--- config.mk ---
export PLATFORM = sky130hd
export DESIGN_NAME = number_to_ascii_digits
export DESIGN_NICKNAME = d
export VERILOG_FILES = /design/src/hdl/ntad_pkg.sv /design/src/hdl/ntad_front.sv /design/src/hdl/ntad_queue.sv /design/src/hdl/ntad_back.sv /design/src/hdl/number_to_ascii_digits.sv
export SDC_FILE = /design/constraint.sdc
export NUM_CORES = 1
export LEC_CHECK = 0
export BUFFER_PORTS_ARGS = -buffer_cell sky130_fd_sc_hd__buf_2
export CAP_MARGIN = 25
export CORE_ASPECT_RATIO = 2
export CORE_MARGIN = 4
export CORE_UTILIZATION = 50
export CTS_CLUSTER_DIAMETER = 40
export DETAILED_ROUTE_END_ITERATION = 12
export PLACE_DENSITY = 0.67
export RECOVER_POWER = 50
export SETUP_SLACK_MARGIN = 0.1
export SLEW_MARGIN = 25
export SYNTH_ARGS = -nofsm -noshare
export SYNTH_HDL_FRONTEND = slang
export SYNTH_SLANG_ARGS = --single-unit
--- constraint.sdc ---
create_clock -name clk -period 7.3 [get_ports clk]
set_input_delay 1.46 -clock clk [delete_from_list [all_inputs] [get_ports clk]]
set_output_delay 1.46 -clock clk [all_outputs]
set_load 0.02 [all_outputs]
--- src/hdl/ntad_pkg.sv ---
// shared types and constants for the number to ascii digit emitter
package ntad_pkg;

  // width of the value that is converted
  localparam int VALUE_BITS = 32;
  // bits of a bit counter that can hold VALUE_BITS itself
  localparam int CNT_W      = $clog2(VALUE_BITS + 1);

  // decimal digits held by the bcd register
  localparam int DEC_DIGITS = 10;
  localparam int BCD_W      = 4 * DEC_DIGITS;

  // depth of the queue between front and back
  localparam int Q_DEPTH    = 2;
  localparam int Q_PTR_W    = (Q_DEPTH > 1) ? $clog2(Q_DEPTH) : 1;
  localparam int Q_CNT_W    = $clog2(Q_DEPTH + 1);

  // digit count limits by mode
  localparam logic [5:0] DEC_LIMIT = 6'd10;
  localparam logic [5:0] HEX_LIMIT = 6'd8;
  localparam logic [5:0] BIN_LIMIT = 6'd32;

  // ascii codes
  localparam logic [6:0] CH_ZERO  = 7'h30;
  localparam logic [6:0] CH_A     = 7'h41;
  localparam logic [6:0] CH_PLUS  = 7'h2B;
  localparam logic [6:0] CH_MINUS = 7'h2D;

  typedef enum logic [1:0] {
    OP_UDEC = 2'd0,
    OP_SDEC = 2'd1,
    OP_HEX  = 2'd2,
    OP_BIN  = 2'd3
  } op_t;

  // one classified request as it travels from front to back
  typedef struct packed {
    op_t                   op;
    logic                  is_dec;
    logic                  has_sign;
    logic                  neg;
    logic [VALUE_BITS-1:0] mag;
    logic [5:0]            count;
    logic [2:0]            line;
    logic [5:0]            col;
  } job_t;

endpackage

--- src/hdl/ntad_front.sv ---
// front end: clamps the digit count and takes the magnitude in signed mode
module ntad_front (
  input  logic [1:0]        op,
  input  logic [31:0]       number,
  input  logic [5:0]        digit_count,
  input  logic [2:0]        text_line,
  input  logic [4:0]        start_column,
  output ntad_pkg::job_t    job
);

  ntad_pkg::op_t                   mode;
  logic [5:0]                      limit;
  logic [ntad_pkg::VALUE_BITS-1:0] val;
  logic                            neg;

  assign mode = ntad_pkg::op_t'(op);
  assign val  = number[ntad_pkg::VALUE_BITS-1:0];
  assign neg  = (mode == ntad_pkg::OP_SDEC) && val[ntad_pkg::VALUE_BITS-1];

  always_comb begin
    unique case (mode)
      ntad_pkg::OP_UDEC, ntad_pkg::OP_SDEC: limit = ntad_pkg::DEC_LIMIT;
      ntad_pkg::OP_HEX:                     limit = ntad_pkg::HEX_LIMIT;
      default:                              limit = ntad_pkg::BIN_LIMIT;
    endcase
  end

  always_comb begin
    job.op       = mode;
    job.is_dec   = (mode == ntad_pkg::OP_UDEC) || (mode == ntad_pkg::OP_SDEC);
    job.has_sign = (mode == ntad_pkg::OP_SDEC);
    job.neg      = neg;
    // most negative value wraps to itself, which reads right as unsigned
    job.mag      = neg ? (~val + 1'b1) : val;
    job.count    = (digit_count > limit) ? limit : digit_count;
    job.line     = text_line;
    job.col      = {1'b0, start_column};
  end

endmodule

--- src/hdl/ntad_queue.sv ---
// short fifo of classified requests between front and back
module ntad_queue (
  input  logic           clk,
  input  logic           rst,
  input  logic           push,
  input  ntad_pkg::job_t push_data,
  output logic           full,
  input  logic           pop,
  output ntad_pkg::job_t pop_data,
  output logic           not_empty
);

  ntad_pkg::job_t               entries [ntad_pkg::Q_DEPTH];
  logic [ntad_pkg::Q_PTR_W-1:0] wr_ptr;
  logic [ntad_pkg::Q_PTR_W-1:0] rd_ptr;
  logic [ntad_pkg::Q_CNT_W-1:0] cnt;
  logic                         do_push;
  logic                         do_pop;

  localparam logic [ntad_pkg::Q_PTR_W-1:0] PTR_LAST =
    ntad_pkg::Q_PTR_W'(ntad_pkg::Q_DEPTH - 1);
  localparam logic [ntad_pkg::Q_CNT_W-1:0] CNT_FULL =
    ntad_pkg::Q_CNT_W'(ntad_pkg::Q_DEPTH);

  assign full      = (cnt == CNT_FULL);
  assign not_empty = (cnt != '0);
  assign do_push   = push && !full;
  assign do_pop    = pop && not_empty;
  assign pop_data  = entries[rd_ptr];

  always_ff @(posedge clk) begin
    if (rst) begin
      wr_ptr <= '0;
      rd_ptr <= '0;
      cnt    <= '0;
    end else begin
      if (do_push) begin
        wr_ptr <= (wr_ptr == PTR_LAST) ? '0 : wr_ptr + 1'b1;
      end
      if (do_pop) begin
        rd_ptr <= (rd_ptr == PTR_LAST) ? '0 : rd_ptr + 1'b1;
      end
      if (do_push && !do_pop) begin
        cnt <= cnt + 1'b1;
      end else if (do_pop && !do_push) begin
        cnt <= cnt - 1'b1;
      end
    end
  end

  always_ff @(posedge clk) begin
    if (do_push) begin
      entries[wr_ptr] <= push_data;
    end
  end

  a_cnt_bound: assert property (@(posedge clk) disable iff (rst)
    cnt <= CNT_FULL)
    else $error("queue fill count beyond depth");

  a_push_full: assert property (@(posedge clk) disable iff (rst)
    full && !do_pop |=> full)
    else $error("queue lost an entry while full");

endmodule

--- src/hdl/ntad_back.sv ---
// back end: shift-add-3 decimal conversion and per-character emission
module ntad_back (
  input  logic           clk,
  input  logic           rst,
  input  logic           q_valid,
  input  ntad_pkg::job_t q_job,
  output logic           q_ready,
  output logic           out_valid,
  input  logic           out_ready,
  output logic [2:0]     text_line_out,
  output logic [5:0]     column,
  output logic [6:0]     char_code,
  output logic           last
);

  typedef enum logic [2:0] {
    ST_IDLE = 3'b001,
    ST_CONV = 3'b010,
    ST_EMIT = 3'b100
  } state_t;

  state_t                          state;
  ntad_pkg::job_t                  job;
  logic [ntad_pkg::VALUE_BITS-1:0] shreg;
  logic [ntad_pkg::BCD_W-1:0]      bcd;
  logic [ntad_pkg::BCD_W-1:0]      bcd_adj;
  logic [ntad_pkg::CNT_W-1:0]      bit_cnt;
  logic [5:0]                      remain;
  logic [5:0]                      col;
  logic                            sign_pend;
  logic                            load;
  logic                            is_last;
  logic                            skip;
  logic [4:0]                      pos;
  logic [3:0]                      digit;
  logic [6:0]                      ch;

  assign q_ready = (state == ST_IDLE);
  assign load    = (state == ST_EMIT) && (!out_valid || out_ready);
  assign is_last = sign_pend ? (remain == 6'd0) : (remain == 6'd1);
  assign pos     = 5'(remain - 6'd1);
  // nothing at all to emit for an unsigned run of zero digits
  assign skip    = !q_job.has_sign && (q_job.count == 6'd0);

  // add 3 to every bcd digit of 5 or more before the shift
  always_comb begin
    for (int d = 0; d < ntad_pkg::DEC_DIGITS; d++) begin
      bcd_adj[4*d +: 4] = (bcd[4*d +: 4] >= 4'd5) ? bcd[4*d +: 4] + 4'd3
                                                  : bcd[4*d +: 4];
    end
  end

  always_comb begin
    unique case (job.op)
      ntad_pkg::OP_UDEC, ntad_pkg::OP_SDEC: digit = bcd[{pos[3:0], 2'b00} +: 4];
      ntad_pkg::OP_HEX:                     digit = job.mag[{pos[2:0], 2'b00} +: 4];
      default:                              digit = {3'b000, job.mag[pos]};
    endcase
    if (sign_pend) begin
      ch = job.neg ? ntad_pkg::CH_MINUS : ntad_pkg::CH_PLUS;
    end else if (digit < 4'd10) begin
      ch = ntad_pkg::CH_ZERO + {3'b000, digit};
    end else begin
      ch = ntad_pkg::CH_A + {3'b000, digit} - 7'd10;
    end
  end

  always_ff @(posedge clk) begin
    if (rst) begin
      out_valid <= 1'b0;
    end else if (load) begin
      out_valid <= 1'b1;
    end else if (out_ready) begin
      out_valid <= 1'b0;
    end
  end

  always_ff @(posedge clk) begin
    if (rst) begin
      state     <= ST_IDLE;
    end else begin
      unique case (state)
        ST_IDLE: begin
          if (q_valid && !skip) begin
            state <= q_job.is_dec ? ST_CONV : ST_EMIT;
          end
        end
        ST_CONV: begin
          if (bit_cnt == ntad_pkg::CNT_W'(1)) begin
            state <= ST_EMIT;
          end
        end
        ST_EMIT: begin
          if (load && is_last) begin
            state <= ST_IDLE;
          end
        end
        default: state <= ST_IDLE;
      endcase
    end
  end

  always_ff @(posedge clk) begin
    unique case (state)
      ST_IDLE: begin
        if (q_valid) begin
          job       <= q_job;
          shreg     <= q_job.mag;
          bcd       <= '0;
          bit_cnt   <= ntad_pkg::CNT_W'(ntad_pkg::VALUE_BITS);
          remain    <= q_job.count;
          col       <= q_job.col;
          sign_pend <= q_job.has_sign;
        end
      end
      ST_CONV: begin
        bcd     <= {bcd_adj[ntad_pkg::BCD_W-2:0], shreg[ntad_pkg::VALUE_BITS-1]};
        shreg   <= {shreg[ntad_pkg::VALUE_BITS-2:0], 1'b0};
        bit_cnt <= bit_cnt - 1'b1;
      end
      ST_EMIT: begin
        if (load) begin
          text_line_out <= job.line;
          column        <= col;
          char_code     <= ch;
          last          <= is_last;
          col           <= col + 6'd1;
          if (sign_pend) begin
            sign_pend <= 1'b0;
          end else begin
            remain <= remain - 6'd1;
          end
        end
      end
      default: ;
    endcase
  end

  a_conv_cnt: assert property (@(posedge clk) disable iff (rst)
    state == ST_CONV |-> bit_cnt != '0)
    else $error("conversion running with no bits left");

  a_last_idle: assert property (@(posedge clk) disable iff (rst)
    load && is_last |=> state == ST_IDLE && out_valid && last)
    else $error("final character did not end the run");

  a_dec_range: assert property (@(posedge clk) disable iff (rst)
    state == ST_EMIT && job.is_dec |-> remain <= ntad_pkg::DEC_LIMIT)
    else $error("decimal digit position beyond bcd register");

  a_emit_some: assert property (@(posedge clk) disable iff (rst)
    state == ST_EMIT |-> sign_pend || remain != 6'd0)
    else $error("emit state with nothing left to send");

endmodule

--- src/hdl/number_to_ascii_digits.sv ---
// top level of the number to ascii digit emitter
// path: a request goes through the queue, the back idle state and the emit state to the output register;
//   decimal modes also run the 32-step shift-add-3 bcd conversion between idle and emit
// the back takes a new request only once it is idle again after the last character of the one before;
//   at most one character per cycle from the output register, held while out_ready is low
// reset: rst synchronous active high, clears the queue, the back state and out_valid
module number_to_ascii_digits (
  input  logic        clk,
  input  logic        rst,
  // request channel
  input  logic        in_valid,
  output logic        in_ready,
  input  logic [1:0]  op,
  input  logic [31:0] number,
  input  logic [5:0]  digit_count,
  input  logic [2:0]  text_line,
  input  logic [4:0]  start_column,
  // character channel
  output logic        out_valid,
  input  logic        out_ready,
  output logic [2:0]  text_line_out,
  output logic [5:0]  column,
  output logic [6:0]  char_code,
  output logic        last
);

  ntad_pkg::job_t front_job;
  ntad_pkg::job_t q_job;
  logic           q_full;
  logic           q_not_empty;
  logic           q_pop;

  // front: clamp the digit count, pull the sign off signed values
  ntad_front u_front (
    .op           (op),
    .number       (number),
    .digit_count  (digit_count),
    .text_line    (text_line),
    .start_column (start_column),
    .job          (front_job)
  );

  // a request transfers in whenever the queue has room, even mid-run in the back
  assign in_ready = !q_full;

  ntad_queue u_queue (
    .clk       (clk),
    .rst       (rst),
    .push      (in_valid),
    .push_data (front_job),
    .full      (q_full),
    .pop       (q_pop),
    .pop_data  (q_job),
    .not_empty (q_not_empty)
  );

  // back: converts one request at a time and streams its characters
  ntad_back u_back (
    .clk           (clk),
    .rst           (rst),
    .q_valid       (q_not_empty),
    .q_job         (q_job),
    .q_ready       (q_pop),
    .out_valid     (out_valid),
    .out_ready     (out_ready),
    .text_line_out (text_line_out),
    .column        (column),
    .char_code     (char_code),
    .last          (last)
  );

endmodule

Word level (Yosys, flattened, before mapping):

Memories as Yosys holds them, arrays and structs flattened. A register that Yosys moved wholly into a read port is not among the register bits.
Cells that the tools add are included.
Widths: inputs -> output; s select.

* memories: 1
* logic and storage cells: 158
* memory bits (writable): 102
* output and inout port bits: 19
* register bits: 154
* bits of input ports: 52

* bitwise gates (word level): 1
* reduce and logical (&&, ||, !) cells: 34
* magnitude comparators: 13
* equality and inequality tests: 16
* add/subtract/negate cells: 21
* mux-type cells: 51
* shift operators: 2

Memories
* u_queue.entries: words 2, bits a word 51, rd ports 1, clocked after memory_dff 1, wr ports 1, line ntad_queue.sv:13 `ntad_pkg::job_t entries [ntad_pkg::Q_DEPTH];`

Operators by type and width (count)
* $pmux 40 s2: 1
* $mux 32: 2
* $pmux 32 s2: 1
* $pmux 6 s2: 4
* $mux 6: 7
* $ge 4x3->1 const B: 10
* $mux 40: 1
* $shiftx 40x7->4: 1
* $add 4x2->4 const B: 9
* $mux 4: 9
* $add 32x1->32 const B: 1
* $not 32->32: 1
* $shiftx 32x6->4: 1
* $mux 3: 6
* $mux 7: 2
* $eq 6x1->1 const B: 2
* $logic_not 6->1: 2
* $mux 1: 12
* $sub 6x1->6 const B: 2
* $reduce_bool 2->1: 5
* $logic_and 1x1->1: 9
* $pmux 3 s3: 1
* $ne 2x1->1 const B: 4
* $pmux 4 s2: 1
* 27 further kinds: 44

Logic depth before layout (Yosys ltp):

Gate-level depths: netlist of run 1.

* depth in word-level cells: 8
* depth in mapped cells: 15

Cells and area by module:

A second synthesis of run 1 with hierarchy kept.

* cells, all modules: 1011
* area, all modules: 12562.0 sq um

Modules (own cells, without submodules)
* ntad_back: cells an instance 681, instances 1, area each 7643.6 sq um, sequential area each 4464.3 sq um
* ntad_queue: cells an instance 187, instances 1, area each 3958.8 sq um, sequential area each 3223.1 sq um
* ntad_front: cells an instance 142, instances 1, area each 955.9 sq um, sequential area each 0.0 sq um
* number_to_ascii_digits: cells an instance 1, instances 1, area each 3.8 sq um, sequential area each 0.0 sq um

Least setup slack after synthesis of run 1:

No wires, ideal clock.

* path type: input port to flip-flop
* from: input port in_valid
* to: memory u_queue.entries[0][0] (netlist name) (enable)
* slack: 3.146 ns
* required time: 6.840 ns
* path buffers: 0
* library setup time: 0.460 ns
* cell stages on the path: 2
* data arrival time: 3.694 ns
* path through: nand2_1 > nor2_1

* word-level cells in the longest chain between the ends: 3

Ends and longest elaborated chain
* start, declared: line number_to_ascii_digits.sv:11 `input logic in_valid,`
* $logic_and 1x1->1: line ntad_queue.sv:27 `assign do_push = push && !full;`
* $mux 1: line ntad_queue.sv:52 `if (do_push) begin`
* $mux 1 (implied by the code): line ntad_queue.sv:53 `entries[wr_ptr] <= push_data;`
* end, declared: line ntad_queue.sv:13

No other way between the ends.

Worst setup path in the final report of run 1:

* from: register u_back.remain[0]
* to: register u_back.char_code[2], data pin

* word-level cells in the longest chain between the ends: 8
* elaborated cells on any way between the ends: 12
* those cells by class: 4 x add/sub; 1 x order compare; 2 x shift; 5 x mux

Ends and longest elaborated chain
* start, declared: line ntad_back.sv:28 `logic [5:0] remain;`
* start signal, assigned: line ntad_back.sv:111 `remain <= q_job.count;`
* start signal, assigned: line ntad_back.sv:131 `remain <= remain - 6'd1;`
* $sub 6x1->6 *: line ntad_back.sv:41 `assign pos = 5'(remain - 6'd1);`
* $bmux 1 s5: line ntad_back.sv:57 `default: digit = {3'b000, job.mag[pos]};`
* $mux 1 (implied by the code): line ntad_back.sv:57
* $pmux 4 s2 *: line ntad_back.sv:54 `unique case (job.op)`
* $add 7x4->7: line ntad_back.sv:64 `ch = ntad_pkg::CH_A + {3'b000, digit} - 7'd10;`
* $sub 7x4->7: line ntad_back.sv:64
* $mux 7 *: line ntad_back.sv:61 `end else if (digit < 4'd10) begin`
* $mux 7 *: line ntad_back.sv:59 `if (sign_pend) begin`
* net u_back.ch[2]: line ntad_back.sv:36 `logic [6:0] ch;`
* end signal, assigned: line ntad_back.sv:125 `char_code <= ch;`
* end, declared: line ntad_back.sv:12 `output logic [6:0] char_code,`

Mark *: on every way through the listed nets, which the timed path passes. The rest lies on a longest branch. The select of a mux whose other input is x is not followed.
A chain may end at the register's enable or synchronous reset.

==> results of run 1 <==
[kinds of logic (layout without fill, tap and decap cells)]
kind of cell / Yosys count / after routing / share of synthesized area
AO/OA/AOI/OAI: 122 / 122 / 0.0597
XOR/XNOR: 66 / 66 / 0.0501
adder cells (fa/ha/maj): 31 / 31 / 0.0312
buffers and inverters: 75 / 162 / 0.0275
flip-flops: 257 / 257 / 0.614
multiplexers: 84 / 84 / 0.0985
AND/OR/NAND/NOR: 324 / 324 / 0.119
[state kept, by name (all words and copies together), names as in the netlist, named ones only]
signal	cells
u_back.bcd	40
u_back.bit_cnt	6
u_back.char_code	7
u_back.col	6
u_back.column	6
u_back.job	38
u_back.last	1
u_back.out_valid	1
u_back.remain	6
u_back.shreg	32
u_back.sign_pend	1
u_back.state	3
u_back.text_line_out	3
u_queue.cnt	2
u_queue.entries	102
u_queue.rd_ptr	1
u_queue.wr_ptr	1
[critical path: cells and delay by family, from the launching register on]
| kind | cells | cell delay [ps] |
|---|---|---|
| and+or+nand+nor | 4 | 510 |
| AOI/OAI and AO/OA | 1 | 240 |
| DFF | 1 | 320 |
| adders and majority gates | 2 | 880 |
| muxes | 2 | 830 |
| buffers and inverters | 3 | 2080 |
[metal layers]
metal,vias up,global-route usage,part of all wire
met3,46,0.0216,0.034
met2,140,0.349,0.58
met1,3621,0.179,0.36
li1,3628,-,-
met4,0,0.0706,0.031
met5,-,0,0
[how the worst max path moves through the flow]
stage / to / slack, ps
floorplan: u_queue.entries[0][0]$_DFFE_PP_ / 3150
global placement: u_queue.entries[0][40]$_DFFE_PP_ / 3380
detailed placement: u_queue.entries[1][40]$_DFFE_PP_ / 3340
CTS: u_back.char_code[2]$_DFFE_PP_ / 3380
global route: u_back.char_code[2]$_DFFE_PP_ / 1760
finish: u_back.char_code[2]$_DFFE_PP_ / 2170
[Yosys cell counts (3+ instances only)]
library cell    n  area share
nand3_1         6      0.0024
mux4_1         15       0.032
xor2_1         33       0.023
clkbuf_1       20      0.0060
edfxtp_1      248        0.60
mux2_2         41       0.037
o31ai_1         4      0.0024
nand3b_1        5      0.0030
o21ai_0        36       0.014
or3_1           4      0.0020
and2_1          8      0.0040
a21oi_1        52       0.021
nand2_1        57       0.017
nand2b_1       16      0.0081
nor3_1         16      0.0064
ha_1           31       0.031
nor4_1          9      0.0045
a211oi_1        6      0.0036
a21o_1          3      0.0018
nor2b_1         9      0.0045
nor3b_1         3      0.0018
dfxtp_1         9       0.014
mux4_2          7       0.013
mux2i_1        21       0.017
a31oi_1         3      0.0015
xnor2_1        30       0.021
buf_2           4      0.0016
buf_1           6      0.0018
inv_1          39       0.012
nor2_1        176       0.053
[metrics by stage]
step / std cells / hold WS, ps / power (mW) / cell area (sq um)
finish: 1378 / 424 / 6.04 / 13800
global route: 1378 / 436 / 6.45 / 13800
CTS: 1378 / 425 / 6.10 / 13900
detailed placement: 1334 / 408 / 4.86 / 13100
global placement: 1334 / 407 / 4.78 / 13100
floorplan: 959 / 400 / 4.30 / 12400
[final cells by class]
type	count	area, sq um
clock buffer	28	637
clock inverter	16	135
fill	2142	10700
inverter	39	146
multi-input combinational	627	4460
sequential	257	7630
tap	332	415
timing repair buffer	79	384
[power groups by stage]
stage	clock network (mW)	registers, mW	logic [mW]
2_1_floorplan	0	2.58	1.72
3_3_place_gp	0	2.70	2.08
3_5_place_dp	0	2.72	2.14
4_1_cts	1.26	2.69	2.15
5_1_grt	1.32	2.79	2.34
6_report	1.23	2.72	2.09
==> impl_metrics.toml, run 1 <==
[floorplan]
core_area_sq_mm = 0.0245
io_pins = 71
design.die.area_sq_mm = 0.0276
placementRows = 81
start_util = 0.507
die_h_um = 231
fp.dieW_um = 119

[global_route]
grt_pass1_wl_um = 38700
grt_max_degree = 79
grt_remaining_overflow = 0
antenna_found_initial = 0
grt_pass1_vias = 7631
track_usage = 0.175

[place]
pre_cts_ws_ps = 3340
dp_hpwl_um = 16800
gp_congestion = 0.808
port_buffers = 70

[min_path]
hold_class = "reg2reg"
min_to = "u_back.text_line_out[1]$_DFFE_PP_"
worstHoldStart = "u_back.job[7]$_DFFE_PP_"
min_path_cells = 0

[job]
cap_viol_max_count = 7

[critical_path]
cpPeakStageDelay_ps = 1380
critPathArrivalTime_ps = 5420
reg2reg_to = "u_back.char_code[2]$_DFFE_PP_"
reg2reg_depth = 12
r2r_slack_ps = 2170
endpoint_kind = "flip-flop"
slowest_stage = "clkbuf_1"
crit_fanout = 33
start_kind = "flip-flop"
path_cells = "clkbuf_1 -> inv_1 -> ha_1 -> buf_4 -> mux4_2 -> mux4_2 -> nand4b_4 -> nand3_2 -> ha_1 -> nor2b_1 -> nor2_1 -> o31a_1"
critPathLaunch = "u_back.remain[0]$_DFFE_PP_"
r2r-start = "u_back.remain[0]$_DFFE_PP_"
crit_type = "reg2reg"
crit_required_ps = 7590

[timing]
slew-limit-headroom = -1.31
finClkSkew_ps = 19.0
finalCriticalPeriod_ps = 5130
finalHoldViolCount = 0
tns_ps = 0
rsz0062_at_grt = "no"
setup_viol = 0
slew_violations = 368
period_share = 0.702
worst_slew_pin_slew_ps = 3460
max_freq_ghz = 0.195
setup_ws_ps = 2170

[routing]
first_pass_iters = 5
wl_um = 23800
drc = 0
via_per_inst = 5.40
antenna_left = 0
drt-initial-drc-count = 401
vias = 7435
wl_per_cell_um = 17.3

[synth]
async_reset_ff_frac = 0
syn-num-nets = 1042
syn_avg_cell_area_sq_um = 13.0
ys_seq_area_frac = 0.614
synth-edff-count = 248
ys_warn_count = 0
ys_types = 65
synthesis.area_sq_mm = 0.0124
ys_seq_elements = 257
synth_flop_cell = "edfxtp_1"
synthCells = 959

[clocking]
cts_tree = "built"
numCtsBuffers = 25
ctsResizeCount = 0
path_clk_slew_ps = 70
cts_root_buf = "clkbuf_16"
clock_path_buffers = 3
clkLatencyLatePin_ps = 530
postCtsSetupRepairBufs = 0
htree_num_levels = 1
cts_hold_buf = 0
clock-sinks = 257

[power_and_ir_drop]
power.density_mw_per_mm2 = 438
irDropWorstVdd_uv = 236
swShare = 0.349
p_sw_mw = 2.11
pwr-share-seq = 0.451
p_int_mw = 3.93
comb_power_share = 0.346
clkPwrFrac = 0.203
p_leak_nw = 5.00

[final_layout]
syn2layout_area_growth_pct = 11.1
fin_nets = 1112
final_util = 0.563
final_cell_mix = "248 x edfxtp_1, 176 x nor2_1, 61 x buf_2"
antenna_cells = 0
final_common_cell = "edfxtp_1"
layout-drive-gt1-share = 0.126

[status]
violations = "capacitance limit, slew limit"
status = "complete, but fails checks"
Note: power is estimated with default switching activity, not from simulation.
==> run 2: changes to the inputs <==
--- a/config.mk
+++ b/config.mk
@@ -5,6 +5,7 @@
 export SDC_FILE = /design/constraint.sdc
 export NUM_CORES = 1
 export LEC_CHECK = 0
+export ABC_AREA = 1
 export BUFFER_PORTS_ARGS = -buffer_cell sky130_fd_sc_hd__buf_2
 export CAP_MARGIN = 25
 export CORE_ASPECT_RATIO = 2
@@ -12,7 +13,7 @@
 export CORE_UTILIZATION = 50
 export CTS_CLUSTER_DIAMETER = 40
 export DETAILED_ROUTE_END_ITERATION = 12
-export PLACE_DENSITY = 0.67
+export PLACE_DENSITY = 0.7
 export RECOVER_POWER = 50
 export SETUP_SLACK_MARGIN = 0.1
 export SLEW_MARGIN = 25
==> constraint.sdc (replaced) <==
create_clock -name clk -period 4.7 [get_ports clk]
set_input_delay 0.94 -clock clk [delete_from_list [all_inputs] [get_ports clk]]
set_output_delay 0.94 -clock clk [all_outputs]
set_load 0.02 [all_outputs]
==> impl_metrics.toml, run 2 <==
[status]
status = "complete, but fails checks"
violations = "capacitance limit, slew limit"

[global_route]
antenna_found_initial = 0
grt_pass1_vias = 8637
track_usage = 0.182
grt_pass1_wl_um = 41200
grt_remaining_overflow = 0
grt_max_degree = 79

[timing]
finalCriticalPeriod_ps = 3570
rsz0062_at_grt = "no"
max_freq_ghz = 0.280
finClkSkew_ps = 11.7
setup_viol = 0
slew-limit-headroom = -0.330
slew_violations = 151
finalHoldViolCount = 0
tns_ps = 0
setup_ws_ps = 1130
period_share = 0.759
worst_slew_pin_slew_ps = 1990
hold_ws_ps = 416

[clocking]
clock_path_buffers = 3
htree_num_levels = 1
clkLatencyLatePin_ps = 520
ctsResizeCount = 0
path_clk_slew_ps = 60
numCtsBuffers = 23
cts_hold_buf = 0
cts_tree = "built"
postCtsSetupRepairBufs = 0
clock-sinks = 257
cts_root_buf = "clkbuf_16"

[synth]
synth_top_cell_area_share = 0.594
synth-edff-count = 248
synth.most_common_cell = "nand2_1"
ys_warn_count = 0
ys_types = 41
synth_common_cells = "295 x nand2_1, 248 x edfxtp_1, 125 x inv_1"
synthesis.area_sq_mm = 0.0125
yosysTopAreaCell = "edfxtp_1"
synth_flop_cell = "edfxtp_1"
syn_avg_cell_area_sq_um = 10.4
ys_seq_elements = 257
synthCells = 1205
ys_seq_area_frac = 0.608
async_reset_ff_frac = 0
syn-num-nets = 1288
synth.area.top_cells = "edfxtp_1 59%, nand2_1 8.8%, inv_1 3.7%, nand3_1 3.4%, mux2_2 3.3%"

[power_and_ir_drop]
clkPwrFrac = 0.198
p_sw_mw = 3.64
power.density_mw_per_mm2 = 673
comb_power_share = 0.367
swShare = 0.388
p_int_mw = 5.74
p_leak_nw = 5.54
pwr-share-seq = 0.435
irDropWorstVdd_uv = 387

[critical_path]
crit_required_ps = 4980
r2r_slack_ps = 1130
critPathArrivalTime_ps = 3850
reg2reg_depth = 15
critPathLaunch = "u_back.remain[0]$_DFFE_PP_"
crit_fanout = 38
start_kind = "flip-flop"
crit_type = "reg2reg"
endpoint_kind = "flip-flop"
r2r-start = "u_back.remain[0]$_DFFE_PP_"
reg2reg_to = "u_back.char_code[2]$_DFFE_PP_"

[routing]
drt-initial-drc-count = 421
antenna_left = 0
wl_um = 24800
vias = 8460
via_per_inst = 5.21
first_pass_iters = 7
wl_per_cell_um = 15.3
drc = 0

[final_layout]
final_area_sq_mm = 0.0139
largest_register_ffs = 102
largestRegisters = "u_queue.entries: 102 flops, u_back.bcd: 40 flops, u_back.job: 38 flops"
final_cell_mix = "294 x nand2_1, 248 x edfxtp_1, 126 x inv_1"
syn2layout_area_growth_pct = 11.2
fin_nets = 1359
nFillCells = 2110
layout-drive-gt1-share = 0.109
final_common_cell = "nand2_1"
seqCellArea_sq_mm = 0.00763
final-instance-count-excl-fill = 1623
antenna_cells = 0
multiInputGateArea_sq_mm = 0.00423
top_register = "u_queue.entries"

[floorplan]
design.die.area_sq_mm = 0.0278
placementRows = 81
io_pins = 71
fp.dieW_um = 120
core_area_sq_mm = 0.0246
die_h_um = 232
start_util = 0.509

[place]
pre_cts_ws_ps = 1710
gp_congestion = 0.828
port_buffers = 70
place_inst = 1582
postPlaceCellArea_sq_mm = 0.0133
dp_hpwl_um = 17900

[min_path]
min_to = "u_back.text_line_out[0]$_DFFE_PP_"
hold_class = "reg2reg"
worstHoldStart = "u_back.job[6]$_DFFE_PP_"
min_path_cells = 0

[job]
cap_viol_max_count = 4
[run 2: cell count changes after synthesis, sizes merged, moves of 8 or more]
cell | previous run | this run
inv | 39 | 130
o21ai | 37 | 86
nor2b | 9 | 0
mux2i | 21 | 6
nand2b | 16 | 0
buf | 16 | 25
and2 | 8 | 0
nor2 | 176 | 82
xnor2 | 31 | 13
mux4 | 22 | 0
nand2 | 58 | 302
nand3 | 7 | 89
[run 2: kinds of logic after synthesis]
kind of cell | count (synthesis) | synth area share
simple gates | 506 | 0.171
flops | 257 | 0.608
buf+inv | 169 | 0.0550
compound gates | 156 | 0.0666
xor+xnor | 43 | 0.0300
mux | 43 | 0.0380
fa+ha+maj | 31 | 0.0309
[run 2: critical path: stages, from the launching register on]
cell and delay (ps):
edfxtp_1 390, inv_1 100, clkbuf_1 1210, nor2_1 220, o21ai_0 260, nand2_1 70
and3_1 170, nor2_1 250, nand2_1 120, ha_1 200, inv_1 70, nor2_2 50
nand3_1 60, nand2_1 50, nand2_1 50, nand2_1 50
[run 2: final cells by class]
class	instances	share of cell area
repair buffers	85	0.0319
well taps	332	0.0298
flip-flops and latches	257	0.547
clock inverters	14	0.0110
multi-input cells	779	0.303
clock buffers	26	0.0421
inverters	130	0.0350
[run 2: how the worst max path moves through the flow]
stage               slack (ps)                       endpoint  cells past startpoint
CTS                       1720  u_back.char_code[2]$_DFFE_PP_                     17
global placement          1780  u_back.char_code[1]$_DFFE_PP_                     16
finish                    1130  u_back.char_code[2]$_DFFE_PP_                     15
detailed placement        1710  u_back.char_code[2]$_DFFE_PP_                     17
global route               770   u_back.bcd[37]$_SDFFCE_PN0P_                      6
floorplan                  640    u_back.bcd[0]$_SDFFCE_PN0P_                      5
[run 2: routing by layer]
metal  wire (um)  up-vias  track usage
met4         904        0       0.0792
li1            -     4236            -
met5           0        -            0
met3         817       50       0.0190
met2       14000      167        0.357
met1        9080     4007        0.193
[run 2: stage by stage]
step	utilization	power (mW)
2_1_floorplan	-	6.69
3_3_place_gp	0.538	7.53
3_5_place_dp	0.539	7.64
4_1_cts	0.569	9.52
5_1_grt	0.566	10.1
6_report	0.566	9.38
[run 2: power by group through the flow]
stage / registers [mW] / logic, mW / clock network, mW
finish: 4.08 / 3.44 / 1.86
global route: 4.18 / 3.94 / 1.98
CTS: 4.09 / 3.52 / 1.90
detailed placement: 4.14 / 3.50 / 0
global placement: 4.11 / 3.42 / 0
floorplan: 4.01 / 2.68 / 0
